[src/hw/rtl/bopa_pkg.sv]
// Shared types, constants and codes for the bitmap object pool allocator.
package bopa_pkg;

   localparam int MAX_NODES  = 64;
   localparam int ADDR_WIDTH = 32;

   localparam int ADDR_W   = 32;
   localparam int SIZE_W   = 16;
   localparam int COUNT_W  = 7;
   localparam int IDX_W    = 6;
   localparam int FUNC_W   = 2;
   localparam int STATUS_W = 2;
   localparam int NODE_W   = (MAX_NODES > 1) ? $clog2(MAX_NODES) : 1;
   localparam int MUL_W    = COUNT_W + SIZE_W;
   localparam int CSR_IDX_W = 2;
   localparam int DIV_CNT_W = $clog2(ADDR_W);

   localparam logic [ADDR_W-1:0] ADDR_MASK =
      (ADDR_WIDTH >= ADDR_W) ? {ADDR_W{1'b1}} : ADDR_W'((64'd1 << ADDR_WIDTH) - 64'd1);

   localparam logic [FUNC_W-1:0] FUNC_ALLOC = 2'd0;
   localparam logic [FUNC_W-1:0] FUNC_FREE  = 2'd1;
   localparam logic [FUNC_W-1:0] FUNC_INIT  = 2'd2;

   localparam logic [CSR_IDX_W-1:0] CSR_BASE  = 2'd0;
   localparam logic [CSR_IDX_W-1:0] CSR_SIZE  = 2'd1;
   localparam logic [CSR_IDX_W-1:0] CSR_COUNT = 2'd2;

   typedef enum logic [STATUS_W-1:0] {
      STATUS_OK      = 2'd0,
      STATUS_EMPTY   = 2'd1,
      STATUS_INVALID = 2'd2
   } status_type;

   typedef enum logic [1:0] {
      KIND_ALLOC = 2'd0,
      KIND_FREE  = 2'd1,
      KIND_INIT  = 2'd2,
      KIND_NOP   = 2'd3
   } kind_type;

   typedef struct packed {
      kind_type          kind;
      logic              addr_zero;
      logic [ADDR_W-1:0] addr;
   } item_type;

   typedef struct packed {
      logic [ADDR_W-1:0]  base;
      logic [SIZE_W-1:0]  size;
      logic [COUNT_W-1:0] count;
   } cfg_type;

   typedef struct packed {
      logic              start;
      logic [ADDR_W-1:0] dividend;
      logic [SIZE_W-1:0] divisor;
   } div_req_type;

   typedef struct packed {
      logic              done;
      logic [ADDR_W-1:0] quotient;
      logic [SIZE_W-1:0] remainder;
   } div_rsp_type;

endpackage

[src/hw/rtl/bopa_front.sv]
// Request intake: accept a transaction, decode the function and stage it for the queue.
module bopa_front import bopa_pkg::*; (
   input  logic              clock,
   input  logic              reset,
   input  logic              in_valid,
   output logic              in_ready,
   input  logic [FUNC_W-1:0] in_func,
   input  logic [ADDR_W-1:0] in_addr,
   output logic              push_valid,
   input  logic              push_ready,
   output item_type          push_item
);

   logic     valid_ff, valid_in;
   item_type item_ff, item_in;
   kind_type kind;

   always_comb begin
      case (in_func)
         FUNC_ALLOC: kind = KIND_ALLOC;
         FUNC_FREE:  kind = KIND_FREE;
         FUNC_INIT:  kind = KIND_INIT;
         default:    kind = KIND_NOP;
      endcase
   end

   assign in_ready   = !valid_ff || push_ready;
   assign push_valid = valid_ff;
   assign push_item  = item_ff;

   always_comb begin
      valid_in = valid_ff;
      item_in  = item_ff;
      if (push_ready) begin
         valid_in = 1'b0;
      end
      if (in_valid && in_ready) begin
         valid_in          = 1'b1;
         item_in.kind      = kind;
         item_in.addr      = in_addr;
         item_in.addr_zero = (in_addr == '0);
      end
   end

   always_ff @(posedge clock) begin
      if (reset) begin
         valid_ff <= 1'b0;
      end else begin
         valid_ff <= valid_in;
      end
      item_ff <= item_in;
   end

endmodule

[src/hw/rtl/bopa_queue.sv]
// Two-entry queue between request intake and the execution sequencer.
module bopa_queue import bopa_pkg::*; (
   input  logic     clock,
   input  logic     reset,
   input  logic     push_valid,
   output logic     push_ready,
   input  item_type push_item,
   output logic     pop_valid,
   input  logic     pop,
   output item_type pop_item
);

   item_type   entry_ff [2];
   logic       wr_ptr_ff, wr_ptr_in;
   logic       rd_ptr_ff, rd_ptr_in;
   logic [1:0] count_ff, count_in;
   logic       do_push, do_pop;

   assign push_ready = (count_ff != 2'd2);
   assign pop_valid  = (count_ff != 2'd0);
   assign pop_item   = entry_ff[rd_ptr_ff];
   assign do_push    = push_valid && push_ready;
   assign do_pop     = pop && pop_valid;

   always_comb begin
      wr_ptr_in = do_push ? !wr_ptr_ff : wr_ptr_ff;
      rd_ptr_in = do_pop ? !rd_ptr_ff : rd_ptr_ff;
      count_in  = count_ff + 2'(do_push) - 2'(do_pop);
   end

   always_ff @(posedge clock) begin
      if (reset) begin
         wr_ptr_ff <= 1'b0;
         rd_ptr_ff <= 1'b0;
         count_ff  <= 2'd0;
      end else begin
         wr_ptr_ff <= wr_ptr_in;
         rd_ptr_ff <= rd_ptr_in;
         count_ff  <= count_in;
      end
      if (do_push) begin
         entry_ff[wr_ptr_ff] <= push_item;
      end
   end

endmodule

[src/hw/rtl/bopa_div.sv]
// Restoring divider, one quotient bit per cycle, for the free address alignment check.
module bopa_div import bopa_pkg::*; (
   input  logic        clock,
   input  logic        reset,
   input  div_req_type req,
   output div_rsp_type rsp
);

   logic                 busy_ff, busy_in;
   logic                 done_ff, done_in;
   logic [DIV_CNT_W-1:0] cnt_ff, cnt_in;
   logic [SIZE_W-1:0]    rem_ff, rem_in;
   logic [ADDR_W-1:0]    quo_ff, quo_in;
   logic [SIZE_W-1:0]    div_ff, div_in;
   logic [SIZE_W:0]      trial;
   logic                 fits;

   assign trial = {rem_ff, quo_ff[ADDR_W-1]};
   assign fits  = (trial >= {1'b0, div_ff});

   always_comb begin
      busy_in = busy_ff;
      done_in = 1'b0;
      cnt_in  = cnt_ff;
      rem_in  = rem_ff;
      quo_in  = quo_ff;
      div_in  = div_ff;
      if (req.start) begin
         busy_in = 1'b1;
         cnt_in  = '0;
         rem_in  = '0;
         quo_in  = req.dividend;
         div_in  = req.divisor;
      end else if (busy_ff) begin
         rem_in = fits ? SIZE_W'(trial - {1'b0, div_ff}) : trial[SIZE_W-1:0];
         quo_in = {quo_ff[ADDR_W-2:0], fits};
         cnt_in = cnt_ff + 1'b1;
         if (cnt_ff == DIV_CNT_W'(ADDR_W - 1)) begin
            busy_in = 1'b0;
            done_in = 1'b1;
         end
      end
   end

   always_ff @(posedge clock) begin
      if (reset) begin
         busy_ff <= 1'b0;
         done_ff <= 1'b0;
         cnt_ff  <= '0;
      end else begin
         busy_ff <= busy_in;
         done_ff <= done_in;
         cnt_ff  <= cnt_in;
      end
      rem_ff <= rem_in;
      quo_ff <= quo_in;
      div_ff <= div_in;
   end

   assign rsp.done      = done_ff;
   assign rsp.quotient  = quo_ff;
   assign rsp.remainder = rem_ff;

endmodule

[src/hw/rtl/bopa_back.sv]
// Execution sequencer: free bitmap, allocate/free/init handling and the result register.
module bopa_back import bopa_pkg::*; (
   input  logic                clock,
   input  logic                reset,
   input  cfg_type             cfg,
   input  logic                q_valid,
   output logic                q_pop,
   input  item_type            q_item,
   output div_req_type         div_req,
   input  div_rsp_type         div_rsp,
   output logic                out_valid,
   input  logic                out_ready,
   output logic [STATUS_W-1:0] out_status,
   output logic [IDX_W-1:0]    out_index,
   output logic [ADDR_W-1:0]   out_addr
);

   typedef enum logic [4:0] {
      ST_IDLE = 5'b00001,
      ST_CALC = 5'b00010,
      ST_EVAL = 5'b00100,
      ST_DIV  = 5'b01000,
      ST_FIN  = 5'b10000
   } state_type;

   state_type              state_ff, state_in;
   item_type               item_ff, item_in;
   logic [MAX_NODES-1:0]   map_ff, map_in;
   logic [NODE_W-1:0]      pick_ff, pick_in;
   logic                   found_ff, found_in;
   logic [MUL_W-1:0]       mul_ff, mul_in;
   status_type             res_status_ff, res_status_in;
   logic [IDX_W-1:0]       res_index_ff, res_index_in;
   logic [ADDR_W-1:0]      res_addr_ff, res_addr_in;
   logic                   rsp_valid_ff, rsp_valid_in;
   logic [STATUS_W-1:0]    rsp_status_ff, rsp_status_in;
   logic [IDX_W-1:0]       rsp_index_ff, rsp_index_in;
   logic [ADDR_W-1:0]      rsp_addr_ff, rsp_addr_in;

   logic [COUNT_W-1:0]     live;
   logic [MAX_NODES-1:0]   init_mask;
   logic [NODE_W-1:0]      low_free;
   logic [COUNT_W-1:0]     mul_a;
   logic [ADDR_W:0]        end_addr;
   logic                   bad_free;
   logic [NODE_W-1:0]      quo_node;

   assign live = (cfg.count > COUNT_W'(MAX_NODES)) ? COUNT_W'(MAX_NODES) : cfg.count;

   always_comb begin
      for (int i = 0; i < MAX_NODES; i++) begin
         init_mask[i] = (COUNT_W'(i) < live);
      end
   end

   always_comb begin
      low_free = '0;
      for (int i = MAX_NODES - 1; i >= 0; i--) begin
         if (map_ff[i]) begin
            low_free = NODE_W'(i);
         end
      end
   end

   assign mul_a    = (item_ff.kind == KIND_ALLOC) ? COUNT_W'(low_free) : live;
   assign end_addr = {1'b0, cfg.base} + (ADDR_W + 1)'(mul_ff);
   assign bad_free = item_ff.addr_zero || (cfg.size == '0) || (item_ff.addr < cfg.base)
                     || ({1'b0, item_ff.addr} >= end_addr);
   assign quo_node = div_rsp.quotient[NODE_W-1:0];

   assign q_pop            = (state_ff == ST_IDLE) && q_valid;
   assign div_req.start    = (state_ff == ST_EVAL) && (item_ff.kind == KIND_FREE) && !bad_free;
   assign div_req.dividend = item_ff.addr - cfg.base;
   assign div_req.divisor  = cfg.size;

   always_comb begin
      state_in      = state_ff;
      item_in       = item_ff;
      map_in        = map_ff;
      pick_in       = pick_ff;
      found_in      = found_ff;
      mul_in        = mul_ff;
      res_status_in = res_status_ff;
      res_index_in  = res_index_ff;
      res_addr_in   = res_addr_ff;
      rsp_valid_in  = rsp_valid_ff;
      rsp_status_in = rsp_status_ff;
      rsp_index_in  = rsp_index_ff;
      rsp_addr_in   = rsp_addr_ff;
      if (out_ready) begin
         rsp_valid_in = 1'b0;
      end
      case (state_ff)
         ST_IDLE: begin
            if (q_valid) begin
               item_in  = q_item;
               state_in = ST_CALC;
            end
         end
         ST_CALC: begin
            pick_in  = low_free;
            found_in = |map_ff;
            mul_in   = MUL_W'(mul_a * cfg.size);
            state_in = ST_EVAL;
         end
         ST_EVAL: begin
            res_status_in = STATUS_OK;
            res_index_in  = '0;
            res_addr_in   = '0;
            state_in      = ST_FIN;
            case (item_ff.kind)
               KIND_ALLOC: begin
                  if (found_ff) begin
                     map_in[pick_ff] = 1'b0;
                     res_index_in    = IDX_W'(pick_ff);
                     res_addr_in     = (cfg.base + ADDR_W'(mul_ff)) & ADDR_MASK;
                  end else begin
                     res_status_in = STATUS_EMPTY;
                  end
               end
               KIND_FREE: begin
                  if (bad_free) begin
                     res_status_in = STATUS_INVALID;
                  end else begin
                     state_in = ST_DIV;
                  end
               end
               KIND_INIT: begin
                  map_in = init_mask;
               end
               default: begin
               end
            endcase
         end
         ST_DIV: begin
            if (div_rsp.done) begin
               if (div_rsp.remainder != '0) begin
                  res_status_in = STATUS_INVALID;
               end else begin
                  map_in[quo_node] = 1'b1;
                  res_index_in     = div_rsp.quotient[IDX_W-1:0];
               end
               state_in = ST_FIN;
            end
         end
         ST_FIN: begin
            if (!rsp_valid_ff || out_ready) begin
               rsp_valid_in  = 1'b1;
               rsp_status_in = res_status_ff;
               rsp_index_in  = res_index_ff;
               rsp_addr_in   = res_addr_ff;
               state_in      = ST_IDLE;
            end
         end
         default: begin
            state_in = ST_IDLE;
         end
      endcase
   end

   always_ff @(posedge clock) begin
      if (reset) begin
         state_ff     <= ST_IDLE;
         map_ff       <= '0;
         rsp_valid_ff <= 1'b0;
      end else begin
         state_ff     <= state_in;
         map_ff       <= map_in;
         rsp_valid_ff <= rsp_valid_in;
      end
      item_ff       <= item_in;
      pick_ff       <= pick_in;
      found_ff      <= found_in;
      mul_ff        <= mul_in;
      res_status_ff <= res_status_in;
      res_index_ff  <= res_index_in;
      res_addr_ff   <= res_addr_in;
      rsp_status_ff <= rsp_status_in;
      rsp_index_ff  <= rsp_index_in;
      rsp_addr_ff   <= rsp_addr_in;
   end

   assign out_valid  = rsp_valid_ff;
   assign out_status = rsp_status_ff;
   assign out_index  = rsp_index_ff;
   assign out_addr   = rsp_addr_ff;

   a_state_onehot: assert property (@(posedge clock) disable iff (reset)
      $onehot(state_ff))
      else $error("sequencer state not one-hot");

   a_div_start_eval: assert property (@(posedge clock) disable iff (reset)
      div_req.start |-> state_ff == ST_EVAL)
      else $error("divider started outside evaluation");

   a_div_done_wait: assert property (@(posedge clock) disable iff (reset)
      div_rsp.done |-> state_ff == ST_DIV)
      else $error("divider finished while sequencer not waiting");

   a_alloc_clears: assert property (@(posedge clock) disable iff (reset)
      (state_ff == ST_EVAL && item_ff.kind == KIND_ALLOC && found_ff)
      |=> !map_ff[$past(pick_ff)])
      else $error("allocated node still marked free");

   a_pop_idle: assert property (@(posedge clock) disable iff (reset)
      q_pop |=> state_ff == ST_CALC)
      else $error("queue pop did not start execution");

endmodule

[src/hw/rtl/bitmap_object_pool_allocator_core.sv]
// Top level of the bitmap object pool allocator: CSRs, intake, queue, sequencer, divider.
// Sequence: allocate, init and unused codes go from queue head via CALC, EVAL and FIN to the
// result register; free adds DIV if the address passes the bounds check (32-step divider).
// Throughput: one transaction at a time in the sequencer; intake and a two-entry queue keep
// accepting up to three transactions ahead while a result waits on rsp_tready.
// Reset: synchronous, active high; empties queue and result register, marks no node free,
// and sets base address 0, node size 1 and node count 0.
module bitmap_object_pool_allocator_core import bopa_pkg::*; (
   input  logic                 clock,
   input  logic                 reset,
   input  logic                 req_tvalid,
   output logic                 req_tready,
   input  logic [39:0]          req_tdata,   // [31:0] node_address, [39:32] zero
   input  logic [FUNC_W-1:0]    req_tuser,   // [1:0] func
   output logic                 rsp_tvalid,
   input  logic                 rsp_tready,
   output logic [39:0]          rsp_tdata,   // [5:0] node_index, [37:6] result_address
   output logic [STATUS_W-1:0]  rsp_tuser,   // [1:0] status
   input  logic                 csr_we,
   input  logic [CSR_IDX_W-1:0] csr_index,
   input  logic [ADDR_W-1:0]    csr_wdata
);

   logic [ADDR_W-1:0]  base_ff;
   logic [SIZE_W-1:0]  size_ff;
   logic [COUNT_W-1:0] count_ff;
   cfg_type            cfg;

   logic        push_valid, push_ready, q_valid, q_pop;
   item_type    push_item, q_item;
   div_req_type div_req;
   div_rsp_type div_rsp;
   logic [IDX_W-1:0]  out_index;
   logic [ADDR_W-1:0] out_addr;

   always_ff @(posedge clock) begin
      if (reset) begin
         base_ff  <= '0;
         size_ff  <= SIZE_W'(1);
         count_ff <= '0;
      end else if (csr_we) begin
         case (csr_index)
            CSR_BASE:  base_ff  <= csr_wdata;
            CSR_SIZE:  size_ff  <= csr_wdata[SIZE_W-1:0];
            CSR_COUNT: count_ff <= csr_wdata[COUNT_W-1:0];
            default: begin
            end
         endcase
      end
   end

   assign cfg.base  = base_ff;
   assign cfg.size  = size_ff;
   assign cfg.count = count_ff;

   bopa_front u_front (
      .clock      (clock),
      .reset      (reset),
      .in_valid   (req_tvalid),
      .in_ready   (req_tready),
      .in_func    (req_tuser),
      .in_addr    (req_tdata[ADDR_W-1:0]),
      .push_valid (push_valid),
      .push_ready (push_ready),
      .push_item  (push_item)
   );

   bopa_queue u_queue (
      .clock      (clock),
      .reset      (reset),
      .push_valid (push_valid),
      .push_ready (push_ready),
      .push_item  (push_item),
      .pop_valid  (q_valid),
      .pop        (q_pop),
      .pop_item   (q_item)
   );

   bopa_div u_div (
      .clock (clock),
      .reset (reset),
      .req   (div_req),
      .rsp   (div_rsp)
   );

   bopa_back u_back (
      .clock      (clock),
      .reset      (reset),
      .cfg        (cfg),
      .q_valid    (q_valid),
      .q_pop      (q_pop),
      .q_item     (q_item),
      .div_req    (div_req),
      .div_rsp    (div_rsp),
      .out_valid  (rsp_tvalid),
      .out_ready  (rsp_tready),
      .out_status (rsp_tuser),
      .out_index  (out_index),
      .out_addr   (out_addr)
   );

   assign rsp_tdata = {2'b00, out_addr, out_index};

endmodule
[config.mk]
export PLATFORM = sky130hd
export DESIGN_NAME = bitmap_object_pool_allocator_core
export DESIGN_NICKNAME = d
export VERILOG_FILES = /design/src/hw/rtl/bopa_pkg.sv /design/src/hw/rtl/bopa_front.sv /design/src/hw/rtl/bopa_queue.sv /design/src/hw/rtl/bopa_div.sv /design/src/hw/rtl/bopa_back.sv /design/src/hw/rtl/bitmap_object_pool_allocator_core.sv
export SDC_FILE = /design/constraint.sdc
export NUM_CORES = 1
export LEC_CHECK = 0
export ABC_CLOCK_PERIOD_IN_PS = 9500
export BUFFER_PORTS_ARGS = -buffer_cell sky130_fd_sc_hd__buf_2
export CAP_MARGIN = 20
export CORE_MARGIN = 5
export CORE_UTILIZATION = 50
export CTS_BUF_LIST = sky130_fd_sc_hd__clkbuf_8
export DETAILED_ROUTE_END_ITERATION = 10
export PLACE_DENSITY = 0.65
export REMOVE_ABC_BUFFERS = 1
export SYNTH_ARGS = -nofsm -noshare
export SYNTH_HDL_FRONTEND = slang
export SYNTH_HIERARCHICAL = 1
export SYNTH_SLANG_ARGS = --single-unit
[constraint.sdc]
create_clock -name clock -period 9.5 [get_ports clock]
set_clock_uncertainty 0.2 [all_clocks]
set_input_delay 0.475 -clock clock [delete_from_list [all_inputs] [get_ports clock]]
set_output_delay 0.475 -clock clock [all_outputs]
set_load 0.1 [all_outputs]
* Yosys cells after proc, flatten, opt, wreduce, memory -nomap -nowiden
Memory sizes are Yosys's and may differ from the RTL's. A register that Yosys moved wholly into a read port is not among the register bits.
Index checks and enable logic that the tools add are counted.
** Word-level totals
- Memories kept :: 1
- Word-level logic and storage cells :: 281
- Register bits :: 346
- Output and inout bits :: 44
- Memory bits (writable) :: 70
- Input port bits :: 81
** Memory list
- u_queue.entry_ff :: depth 2, bits a word 35, read ports 1, clocked after memory_dff 1, wr ports 1, RTL line bopa_queue.sv:13 : item_type entry_ff [2];
** Operators by class
- Bitwise logic cells :: 4
- Multiply operators :: 1
- Add/sub/neg operators :: 7
- Eq/ne operators :: 20
- Reduce and logical (&&, ||, !) cells :: 41
- Magnitude comparators :: 72
- Multiplexer cells :: 107
** Operator list (number)
- 2-to-1 mux 6 bit :: 68
- one-hot mux 64 bit (2 select lines) :: 2
- < comparator 6 x 7 -> 1 bit, first input constant :: 32
- 2-to-1 mux 64 bit :: 3
- < comparator 5 x 7 -> 1 bit, first input constant :: 16
- AND 64 bit :: 1
- 2-to-1 mux 32 bit :: 2
- NOT 64 bit :: 1
- OR 64 bit :: 1
- OR reduction 64 bit :: 1
- < comparator 4 x 7 -> 1 bit, first input constant :: 8
- adder 32 x 23 -> 33 bit :: 1
- >= comparator 32 x 33 -> 1 bit :: 1
- adder 32 x 23 -> 32 bit :: 1
- zero test 32 bit :: 1
- < comparator 32 bit :: 1
- subtractor 32 bit :: 1
- < comparator 3 x 7 -> 1 bit, first input constant :: 4
- 2-to-1 mux 5 bit :: 5
- one-hot mux 5 bit (5 select lines) :: 1
- multiplier 7 x 16 -> 23 bit :: 1
- >= comparator 17 x 16 -> 1 bit :: 1
- zero test 16 bit :: 1
- 2-to-1 mux 16 bit :: 1
- other kinds (38) :: 97

* Longest topological paths before layout
Gate-level depths: netlist (run 1).
- Word-level depth :: 66
- Gate-level depth with buffers :: 29
- Depth with buffers taken out :: 28

* Modules after synthesis
Netlist (run 1), hierarchy kept.
** Modules (own cells, without submodules)
- bopa_back :: cells an instance 1949, area each 17135.2 µm², times used 1, seq. area each 5755.5 µm²
- bopa_div :: cells an instance 336, area each 3836.2 µm², times used 1, seq. area each 1901.8 µm²
- bopa_queue :: cells an instance 138, area each 2783.9 µm², times used 1, seq. area each 2202.1 µm²
- bitmap_object_pool_allocator_core :: cells an instance 220, area each 2373.5 µm², times used 1, seq. area each 1101.1 µm²
- bopa_front :: cells an instance 53, area each 1172.4 µm², times used 1, seq. area each 1071.0 µm²

* Worst setup path before layout (run 1)
No wires, ideal clock.
- Path kind :: reg2reg
- From :: register u_back.mul_ff[0]
- To :: register u_div.quo_ff[0], enable pin
- Path slack :: 1.333 ns
- Clock period less this slack :: 8.167 ns
- Required time :: 8.913 ns
- Stages on the path, launching flop included :: 24
- Path buffers :: 0
- Arrival time :: 7.580 ns
- Setup time :: 0.387 ns
- Cells stage by stage :: edfxtp_1 -> ha_1 -> fa_1 -> a211oi_2 -> nor4_1 -> or3_1 -> a41oi_2 -> o211ai_2 -> o311a_4 -> o21a_4 -> o2111ai_2 -> xnor2_1 -> ha_1 -> and4_1 -> nand2_1 -> nor2_1 -> o31ai_1 -> a31oi_1 -> a2111oi_0 -> o21bai_1 -> and4_1 -> nor4_1 -> nor2_1 -> inv_1
** RTL lines
- start: declaration :: RTL line bopa_back.sv:31 : logic [MUL_W-1:0] mul_ff, mul_in;
- start signal: assignment :: RTL line bopa_back.sv:174 : mul_ff <= mul_in;
- end signal: assignment :: RTL line bopa_div.sv:56 : quo_ff <= quo_in;
- end: declaration :: RTL line bopa_div.sv:13 : logic [ADDR_W-1:0] quo_ff, quo_in;

* Worst setup path in the final report (run 1)
- From :: register u_back.map_ff[63]
- To :: register u_back.mul_ff[22] (data pin)
** Between the ends
- Word-level cells in the longest chain between the ends :: 66
** RTL lines
- start: declaration :: RTL line bopa_back.sv:28 : logic [MAX_NODES-1:0] map_ff, map_in;
- start signal: assignment :: RTL line bopa_back.sv:168 : map_ff <= map_in;
- 2-to-1 mux 6 bit (64 in a row) :: RTL line bopa_back.sv:59 : if (map_ff[i]) begin
- 2-to-1 mux 7 bit :: RTL line bopa_back.sv:65 : assign mul_a = (item_ff.kind == KIND_ALLOC) ? COUNT_W'(low_free) : live;
- multiplier 7 x 16 -> 23 bit :: RTL line bopa_back.sv:103 : mul_in = MUL_W'(mul_a * cfg.size);
No other way between the ends.
A chain may end at the register's enable or synchronous reset.

==> results.ini, run 1 <==
[run_status]
status=complete, no violations

[hold_path]
min-delay-path-class=in2reg

[setup_path]
r2r_cells=27
crit_fanout=16
crit_start=u_back/map_ff[63]
cp.arrival_ps=8150
worstReg2RegStart=u_back/map_ff[63]
worst-endpoint-required_ps=9720
worstSetupEndpointType=flip-flop
r2r_end=u_back/mul_ff[22]
crit_path_start_kind=flip-flop
critical_path_class=reg2reg
worstSetupEndpoint=u_back/mul_ff[22]
rrSetupSlack_ps=1570

[route]
dr_total_vias=21300
drt_pass1_iterations=7
via_per_inst=5.87
route.detailed.drc=0
routedWlPerCell_um=21.3
drtIter0Drc=1705
drtAntennaViolNets=0
finalWirelength_mm=77.2

[synth]
ys.flop_type=edfxtp_1
ys_ff_latch=452
synth_top_area_share_pct=32.8
async_flop_share_pct=0
ys_warn_count=6
synth-edff-count=298
ys_seq_area_share_pct=44.1
syn_inst=2696
synthesis.area_um2=27300
ys_top_cells_by_area=edfxtp_1 (33%), dfxtp_1 (11%), ha_1 (6.7%)
ys_types=101
syn_area_per_cell_um2=10.1
yosys.area.top_type=edfxtp_1

[power]
leakage_nw=12.0
powerDensity_nw_per_um2=149
p_total_mw=4.57
ir_drop_uv=141

[global_route]
first_global_vias=20900
overflow=0
grt_pass1_wl_mm=120
grt_usage_pct=25.5
grt_max_degree=98
antenna_found_initial=2

[sta]
clock.fmax_mhz=126
drv_slew=0
maxSlewHeadroom_pct=23.5
min_period_ps=7930
hold_viol_final=0
worst_pin_slew_ps=1140
setup_violations=0
period_share_pct=83.4
rsz0062_at_grt=no
setup_ws_ps=1570

[placement]
preCtsSetupSlack_ps=1760
io_buffers=114
gp_congestion=0.964
dp_hpwl_mm=55.4

[run]
max-cap-violations=0

[die]
dieArea_um2=59400
coreArea_um2=53900
fp.dieW_um=244
num_io_pins=125
start_util_pct=50.6
std_cell_rows=85
die_y_um=244

[finish]
fin_util_pct=56.8
layout_commonest_cell=edfxtp_1
area_delta_synth_final_pct=12.2
fin_nets=3158
layout-drive-gt1-share_pct=11.8
final_cell_mix=edfxtp_1 (298), nor2_1 (215), a21oi_1 (211)

[clock_network]
root_buffer=clkbuf_8
cts_buffer_depth=3
ctsHoldBuffers=67
clk-insertion-delay-late_ps=690
cts_buffers=78
clock-sinks=452
htreeDepth=3
tritoncts=done
postCtsSetupRepairBufs=0
clk_pin_slew_ps=60
cts.repair.resized=0

==> kinds of logic (layout without fill, tap and decap cells) <==
| logic type | Yosys count | in the layout | synth area share, % |
|---|---|---|---|
| compound gates | 650 | 650 | 15.0 |
| xor+xnor | 82 | 82 | 2.63 |
| fa+ha+maj | 219 | 219 | 12.0 |
| buf+inv | 299 | 526 | 4.81 |
| flops | 452 | 452 | 44.1 |
| mux | 127 | 127 | 4.97 |
| other cells | 1 | 4 | 0.0137 |
| simple gates | 866 | 866 | 16.5 |
==> registers in the layout (all words and copies together), names as in the netlist, 2 cells and up, named ones only <==
register,flops
u_back/out_status,2
u_div/div_ff,16
u_div/rem_ff,16
u_div/quo_ff,32
u_back/item_ff,35
u_back/mul_ff,23
u_front/push_item,35
u_queue/count_ff,2
u_back/res_index_ff,6
u_back/map_ff,64
size_ff,16
u_div/cnt_ff,5
u_back/res_addr_ff,32
count_ff,7
u_back/out_index,6
u_back/state_ff,5
u_back/res_status_ff,2
u_back/pick_ff,6
base_ff,32
u_queue/entry_ff,70
u_back/out_addr,32
==> synthesized netlist by cell type, types with 8 or more instances <==
cell / instances
nor2b_1: 72
or2_2: 12
o21bai_1: 17
buf_1: 11
a311oi_1: 8
a31oi_1: 17
xor2_1: 29
inv_1: 164
mux2_1: 35
nand4_1: 13
and3_1: 29
nand2_1: 156
a211oi_1: 23
o31ai_1: 14
nor3_1: 59
a21oi_1: 211
buf_4: 24
nand2b_1: 134
o211ai_1: 17
a21o_1: 29
nand3_1: 34
nand3b_1: 17
o22ai_1: 20
o21a_1: 18
buf_2: 8
mux2_2: 34
nor4_1: 41
fa_1: 72
xnor2_1: 53
dfxtp_1: 154
mux2i_1: 58
or3_1: 12
edfxtp_1: 298
clkbuf_1: 80
a22oi_1: 8
nor3b_1: 9
nor2_1: 215
o21ai_0: 177
and2_1: 31
ha_1: 147
==> layer usage <==
layer  GRT usage (%)  vias to the layer above  part of all wire (%)  wire length, um
li1                -                    10000                     -                -
met1            34.7                    10300                    43            33500
met2            41.6                      770                    47            36100
met3            4.15                      168                   6.2             4780
met4            9.31                        0                   3.7             2870
met5               0                        -                     0                0
==> layout make-up <==
type                            instances  area, um2
Antenna cell                            2       5.00
Clock buffer                           92       1270
Clock inverter                         54        302
Fill cell                            4675      23300
Inverter                              165        619
Multi-Input combinational cell       1946      14000
Sequential cell                       452      12000
Tap cell                              696        871
Timing Repair Buffer                  215       1540
==> power breakdown <==
| part | internal (mW) | switching, mW |
|---|---|---|
| registers | 2.16 | 0.0654 |
| logic | 0.251 | 0.356 |
| clock network | 0.920 | 0.819 |
==> worst min path at each step <==
stage	start	to	slack, ps	depth (start not counted)
2_1_floorplan	u_back/res_addr_ff[0]	u_back/out_addr[0]	200	0
3_3_place_gp	u_back/res_addr_ff[25]	u_back/out_addr[25]	200	0
3_5_place_dp	u_back/res_addr_ff[15]	u_back/out_addr[15]	200	0
4_1_cts	csr_wdata[2]	size_ff[2]	0.4	3
5_1_grt	csr_wdata[2]	base_ff[2]	30	3
6_report	csr_wdata[2]	size_ff[2]	50	3
==> worst max-delay path, cell delays in order, from the launching register on <==
cell,delay (ps)
dfxtp_1,330
nor4_1,550
o21ai_0,200
a21oi_1,170
o21ai_0,90
a31oi_1,340
o21ai_0,170
a21oi_1,230
o211ai_1,160
a41oi_2,770
nand2b_1,220
fa_1,450
fa_1,500
inv_1,60
fa_1,540
inv_1,60
fa_1,530
inv_1,40
ha_1,340
nand2_1,100
o211ai_1,110
a31o_2,250
o41ai_1,400
o21ai_0,250
o211a_1,260
o21ai_0,150
nand2b_1,90
xnor2_1,120
==> metrics by stage <==
stage	TNS [ps]	std cells	cell area (um2)	hold WS, ps
floorplan	-234430	2563	26600	200
global placement	0	3403	28300	204
detailed placement	0	3406	28400	205
CTS	0	3619	30600	0.430
global route	0	3622	30600	31.7
finish	0	3622	30600	46.7
(Power assumes the default switching activity.)
==> inputs of run 2 (changes only) <==
ABC_CLOCK_PERIOD_IN_PS = 7900   (was 9500)
clock period = 7.9 ns   (was 9.5 ns; I/O delays follow)
==> run 2 against run 1 <==
- sequential share of layout area stayed put
- design area unchanged
- first-iteration DRC count fell by 5.0%
- die area did not move
- worst hold slack better by 52 ps
- flip-flop and latch count is the same
- cell count down 0.11%
- via count shrank 0.58%
- global-route usage is 0.47 points lower
- critical endpoint unchanged
- largest cell class unchanged
- largest power group unchanged
==> results.ini, run 2 (synthesis gave the netlist of run 1 again) <==
[setup_path]
critical_path_class=reg2reg
rrSetupSlack_ps=500  ; -1070 ps
worst-endpoint-required_ps=8090  ; -1630 ps
worstReg2RegStart=u_back/map_ff[56]
path_common_cell=o21ai_0
worstSetupEndpointType=flip-flop
cpPeakStageDelay_ps=540  ; -230 ps
crit_path_start_kind=flip-flop
critical_path.slowest_cell=or4_1
r2r_cells=28  ; +3.7%
cp.arrival_ps=7590  ; -560 ps
r2r_end=u_back/mul_ff[22]
crit_fanout=16  ; unchanged

[route]
route.detailed.drc=0  ; unchanged
finalWirelength_mm=75.9  ; -1.7%
drtIter0Drc=1619  ; -5.0%
routedWlPerCell_um=21.0  ; -1.6%
drtAntennaViolNets=0  ; unchanged
drt_pass1_iterations=8  ; +1
via_per_inst=5.84  ; -0.47%
dr_total_vias=21100  ; -0.58%

[clock_network]
clk-insertion-delay-late_ps=680  ; about the same
tritoncts=done
cts_buffer_depth=3  ; unchanged
postCtsSetupRepairBufs=0  ; unchanged
clock-sinks=452  ; unchanged
clk_pin_slew_ps=60  ; about the same
cts_buffers=77  ; -1.3%
root_buffer=clkbuf_8
htreeDepth=3  ; unchanged

[placement]
dp_hpwl_mm=54.8  ; -1.1%
io_buffers=114  ; unchanged
dpl.cell_count=3405  ; -0.029%
gp_congestion=0.956  ; -0.82%
preCtsSetupSlack_ps=453  ; -1310 ps

[hold_path]
min_path_cells=2  ; -1
hold_end=u_div/busy_ff
min-delay-path-class=in2reg
hold_path.startpoint=reset

[die]
fp.dieW_um=244  ; unchanged
dieArea_um2=59400  ; unchanged
coreArea_um2=53900  ; unchanged
num_io_pins=125  ; unchanged
std_cell_rows=85  ; unchanged
start_util_pct=50.6  ; unchanged
die_y_um=244  ; unchanged

[run]
max-cap-violations=0  ; unchanged

[finish]
reg.largest.list=u_queue/entry_ff x70, u_back/map_ff x64
area_delta_synth_final_pct=12.2  ; unchanged
fin_cells=3618  ; -0.11%
layout-drive-gt1-share_pct=12.1  ; +0.22 points
fin_nets=3157  ; -0.032%
fillerInstances=4683  ; +0.17%
regArea_um2=12000  ; unchanged
multi_input_area_um2=14000  ; +0.17%
fin_util_pct=56.8  ; unchanged
largest_reg_flops=70  ; unchanged
regMostFlops=u_queue/entry_ff
final_cell_mix=edfxtp_1 (298), nor2_1 (215), a21oi_1 (211)
layout_commonest_cell=edfxtp_1

[sta]
hold_slack_ps=98.3  ; +51.6 ps
tns_ps=0  ; unchanged
period_share_pct=93.6  ; +10 points
rsz0062_at_grt=no
setup_ws_ps=504  ; -1070 ps
hold_viol_final=0  ; unchanged
worst_pin_slew_ps=1300  ; +156 ps
clock.fmax_mhz=135  ; +7.2%
drv_slew=0  ; unchanged
setup_violations=0  ; unchanged
min_period_ps=7400  ; -532 ps
maxSlewHeadroom_pct=13.2  ; -10 points

[global_route]
overflow=0  ; unchanged
grt_pass1_wl_mm=118  ; -1.5%
first_global_vias=21000  ; +0.26%
antenna_found_initial=1  ; -1
grt_max_degree=88  ; -10%
grt_usage_pct=25.0  ; -0.47 points

[power]
switching_share_pct=27.3  ; +0.21 points
clkPwrFrac_pct=38.4  ; +0.4 points
p_seq_share_pct=48.4  ; -0.3 points
combPwrFrac_pct=13.2  ; about the same
powerDensity_nw_per_um2=180  ; +21%
p_int_mw=4.02  ; +21%
ir_drop_uv=137  ; -2.4%
leakage_nw=12.0  ; -0.33%
netSwitchingPower_mw=1.51  ; +22%

[run_status]
status=complete, no violations

==> run 2: cell count changes in the layout (fill, tap and decap cells not counted), moves of 2 or more <==
cell / before / now
inv_1: 199 / 184
clkinv_1: 4 / 13
clkinv_2: 5 / 13
clkbuf_8: 92 / 86
bufinv_16: 1 / 3
nor3b_1: 8 / 6
nor3b_2: 1 / 3
==> run 2: worst max-delay path by stage <==
| stage | startpoint | endpoint | slack [ps] |
|---|---|---|---|
| CTS | u_back/map_ff[63] | u_back/mul_ff[22] | 390 |
| global placement | u_back/map_ff[63] | u_back/mul_ff[22] | 510 |
| finish | u_back/map_ff[56] | u_back/mul_ff[22] | 500 |
| floorplan | u_back/mul_ff[0] | u_div/quo_ff[0] | -4840 |
| detailed placement | u_back/map_ff[63] | u_back/mul_ff[22] | 450 |
| global route | u_back/map_ff[56] | u_back/mul_ff[22] | 60 |
==> run 2: what timing repair did <==
item,CTS,global route
hold endpoints to repair,92,0
resized for setup,0,2
hold buffers,68,0
setup endpoints to repair,0,1
==> run 2: final cells by class <==
| class | count | area share [%] |
|---|---|---|
| flip-flops and latches | 452 | 39.3 |
| inverters | 165 | 2.02 |
| clock inverters | 57 | 1.21 |
| multi-input cells | 1946 | 45.8 |
| diodes | 1 | 0.00817 |
| clock buffers | 86 | 3.86 |
| well taps | 696 | 2.84 |
| repair buffers | 215 | 4.98 |
==> run 2: critical path, delay by kind of cell, from the launching register on <==
| kind | cells | cell delay [ps] |
|---|---|---|
| AND/OR/NAND/NOR | 4 | 920 |
| AO/OA/AOI/OAI | 14 | 2730 |
| buffers and inverters | 4 | 390 |
| adder cells (fa/ha/maj) | 5 | 2390 |
| XOR/XNOR | 1 | 130 |
| flip-flops | 1 | 340 |
==> run 2: through the flow <==
step | total power, mW | cell area [um2]
2_1_floorplan | 3.18 | 26600
3_3_place_gp | 3.40 | 28400
3_5_place_dp | 3.41 | 28400
4_1_cts | 5.57 | 30600
5_1_grt | 5.79 | 30600
6_report | 5.53 | 30600
==> run 2: per-layer routing <==
layer  track usage [%]  up-vias  share of wire, %
li1                  -    10000                 -
met1              33.2    10300                43
met2              41.3      672                47
met3              4.31      156               5.9
met4              9.69        0               3.7
met5                 0        -                 0
==> run 2: power by group through the flow <==
stage / Clock (mW) / Combinational (mW) / Sequential (mW)
2_1_floorplan: 0 / 0.495 / 2.69
3_3_place_gp: 0 / 0.675 / 2.72
3_5_place_dp: 0 / 0.689 / 2.72
4_1_cts: 2.18 / 0.720 / 2.67
5_1_grt: 2.30 / 0.805 / 2.68
6_report: 2.12 / 0.728 / 2.68
==> inputs of run 3 (changes only) <==
CELL_PAD_IN_SITES_DETAIL_PLACEMENT = 1   (was unset)
CELL_PAD_IN_SITES_GLOBAL_PLACEMENT = 1   (was unset)
PLACE_DENSITY = 0.79   (was 0.65)
==> run 3 against run 2 <==
- register-to-register slack got worse by 160 ps
- total power increased by 2.5%
- setup slack got worse by 160 ps
- clock power rose by 4%
- largest cell class unchanged
- design area grew 0.27%
- largest power group unchanged
- worst hold slack lost 31 ps
==> results.ini, run 3 (synthesis gave the netlist of run 1 again) <==
[finish]
regArea_um2=12000  ; unchanged
layout-drive-gt1-share_pct=12.1  ; +0.082 points
layout_commonest_cell=edfxtp_1
fin_nets=3163  ; +0.19%
regMostFlops=u_queue/entry_ff
area_delta_synth_final_pct=12.5
reg.largest.list=u_queue/entry_ff x70, u_back/map_ff x64
fillerInstances=5905  ; +26%
final_area_um2=30700  ; +0.27%
multi_input_area_um2=14000  ; about the same
largest_reg_flops=70  ; unchanged
fin_cells=3623  ; +0.14%
final_cell_mix=edfxtp_1 (298), nor2_1 (215), a21oi_1 (211)

[sta]
drv_slew=0  ; unchanged
min_period_ps=7560  ; +162 ps
rsz0062_at_grt=no
setup_violations=0  ; unchanged
hold_slack_ps=67.7  ; -30.5 ps
clock.fmax_mhz=132  ; -2.1%
maxSlewHeadroom_pct=23.9  ; +11 points
worst_pin_slew_ps=1130  ; -163 ps
setup_ws_ps=342  ; -162 ps
hold_viol_final=0  ; unchanged
period_share_pct=95.7  ; +2.1 points

[die]
start_util_pct=50.6  ; unchanged
num_io_pins=125  ; unchanged
die_y_um=244  ; unchanged
std_cell_rows=85  ; unchanged
fp.dieW_um=244  ; unchanged
dieArea_um2=59400  ; unchanged
coreArea_um2=53900  ; unchanged

[clock_network]
postCtsSetupRepairBufs=0  ; unchanged
tritoncts=done
root_buffer=clkbuf_8
cts_buffer_depth=3  ; unchanged
clk-insertion-delay-late_ps=670  ; about the same
cts_buffers=80  ; +3.9%
htreeDepth=3  ; unchanged
clock-sinks=452  ; unchanged
clk_pin_slew_ps=60  ; about the same

[hold_path]
min-delay-path-class=in2reg

[setup_path]
rrSetupSlack_ps=340  ; -160 ps
critical_path.slowest_cell=fa_1
crit_fanout=12  ; -4
cpPeakStageDelay_ps=530  ; about the same
critical_path_class=reg2reg
crit_path_start_kind=flip-flop
path_common_cell=o21ai_0
worstSetupEndpointType=flip-flop
cp.arrival_ps=7780  ; +190 ps
worst-endpoint-required_ps=8120  ; +30 ps

[route]
routedWlPerCell_um=25.2  ; +20%
via_per_inst=6.17  ; +5.5%
drtIter0Drc=1715  ; +5.9%
dr_total_vias=22300  ; +5.7%
drtAntennaViolNets=0  ; unchanged
drt_pass1_iterations=5  ; -3
route.detailed.drc=0  ; unchanged
dr_wl_met2_mm=45.6  ; +27%
wl_met3_mm=5.33  ; +20%
finalWirelength_mm=91.5  ; +21%
highest-signal-layer=met5
met1_length_mm=37.1  ; +14%

[global_route]
grt_max_degree=109  ; +24%
overflow=0  ; unchanged
antenna_found_initial=2  ; +1
grt_pass1_wl_mm=141  ; +19%
first_global_vias=23900  ; +14%
grt_usage_pct=30.1  ; +5.1 points

[placement]
place_area_um2=28400  ; about the same
gp_congestion=0.942  ; -1.4%
preCtsSetupSlack_ps=157  ; -296 ps
dpl.cell_count=3406  ; +0.029%
io_buffers=114  ; unchanged
dp_hpwl_mm=63.8  ; +17%

[power]
p_total_mw=5.67  ; +2.5%
combPwrFrac_pct=13.8  ; +0.6 points
switching_share_pct=28.2  ; +0.83 points
p_int_mw=4.07  ; +1.4%
p_seq_share_pct=47.3  ; -1.1 points
netSwitchingPower_mw=1.60  ; +5.6%
clkPwrFrac_pct=39.0  ; +0.6 points
leakage_nw=12.0  ; +0.45%
powerDensity_nw_per_um2=184  ; +2.3%
ir_drop_uv=170  ; +24%

[run]
max-cap-violations=0  ; unchanged

[run_status]
status=complete, no violations

-- run 3: cell count changes in the layout (fill, tap and decap cells not counted), moves of 2 or more --
cell,delta
nor3b_2,-2
nor3b_1,+2
clkinv_1,-7
inv_1,+7
clkinv_2,-2
clkbuf_8,+6
clkinvlp_4,+2
-- run 3: area by class of cell --
type | instances | share of cell area (%)
Antenna cell | 1 | 0.00815
Inverter | 165 | 2.02
Clock buffer | 92 | 4.12
Sequential cell | 452 | 39.2
Timing Repair Buffer | 218 | 5.12
Tap cell | 696 | 2.83
Multi-Input combinational cell | 1946 | 45.7
Clock inverter | 53 | 1.05
-- run 3: metrics by stage --
stage	setup TNS (ps)	util, %
floorplan	-400830	-
global placement	0	52.6
detailed placement	0	52.6
CTS	0	56.8
global route	0	57.0
finish	0	57.0
-- run 3: critical path: cells and delay by family, from the launching register on --
| kind | cells | cell delay (ps) |
|---|---|---|
| and+or+nand+nor | 4 | 1020 |
| buffers and inverters | 3 | 160 |
| AOI/OAI and AO/OA | 14 | 3080 |
| xor gates and xnor gates | 1 | 120 |
| adders and majority gates | 5 | 2390 |
| DFF | 1 | 340 |
-- run 3: timing repair --
action,CTS,global route
hold buffers,68,0
hold endpoints to repair,92,0
setup endpoints to repair,0,2
gates resized for setup,0,3
-- run 3: power by group through the flow --
stage          Combinational, mW  Clock (mW)  Sequential [mW]
6_report                   0.781        2.21             2.68
5_1_grt                    0.847        2.36             2.68
4_1_cts                    0.759        2.24             2.68
3_5_place_dp               0.723           0             2.73
3_3_place_gp               0.678           0             2.72
2_1_floorplan              0.495           0             2.69
-- run 3: path summary, 6_finish.rpt --
path,cells after the start,from,end
min,2,reset,flip-flop
max,27,u_back/map_ff[56],u_back/mul_ff[22]
max reg2reg,27,u_back/map_ff[56],u_back/mul_ff[22]
min reg2reg,0,u_back/res_addr_ff[28],u_back/out_addr[28]
-- run 3: metal layers --
metal  up-vias  global-route usage [%]
li1      10000                       -
met1     11300                    38.2
met2       817                    52.3
met3       204                    4.58
met4         2                    11.3
met5         -                       0
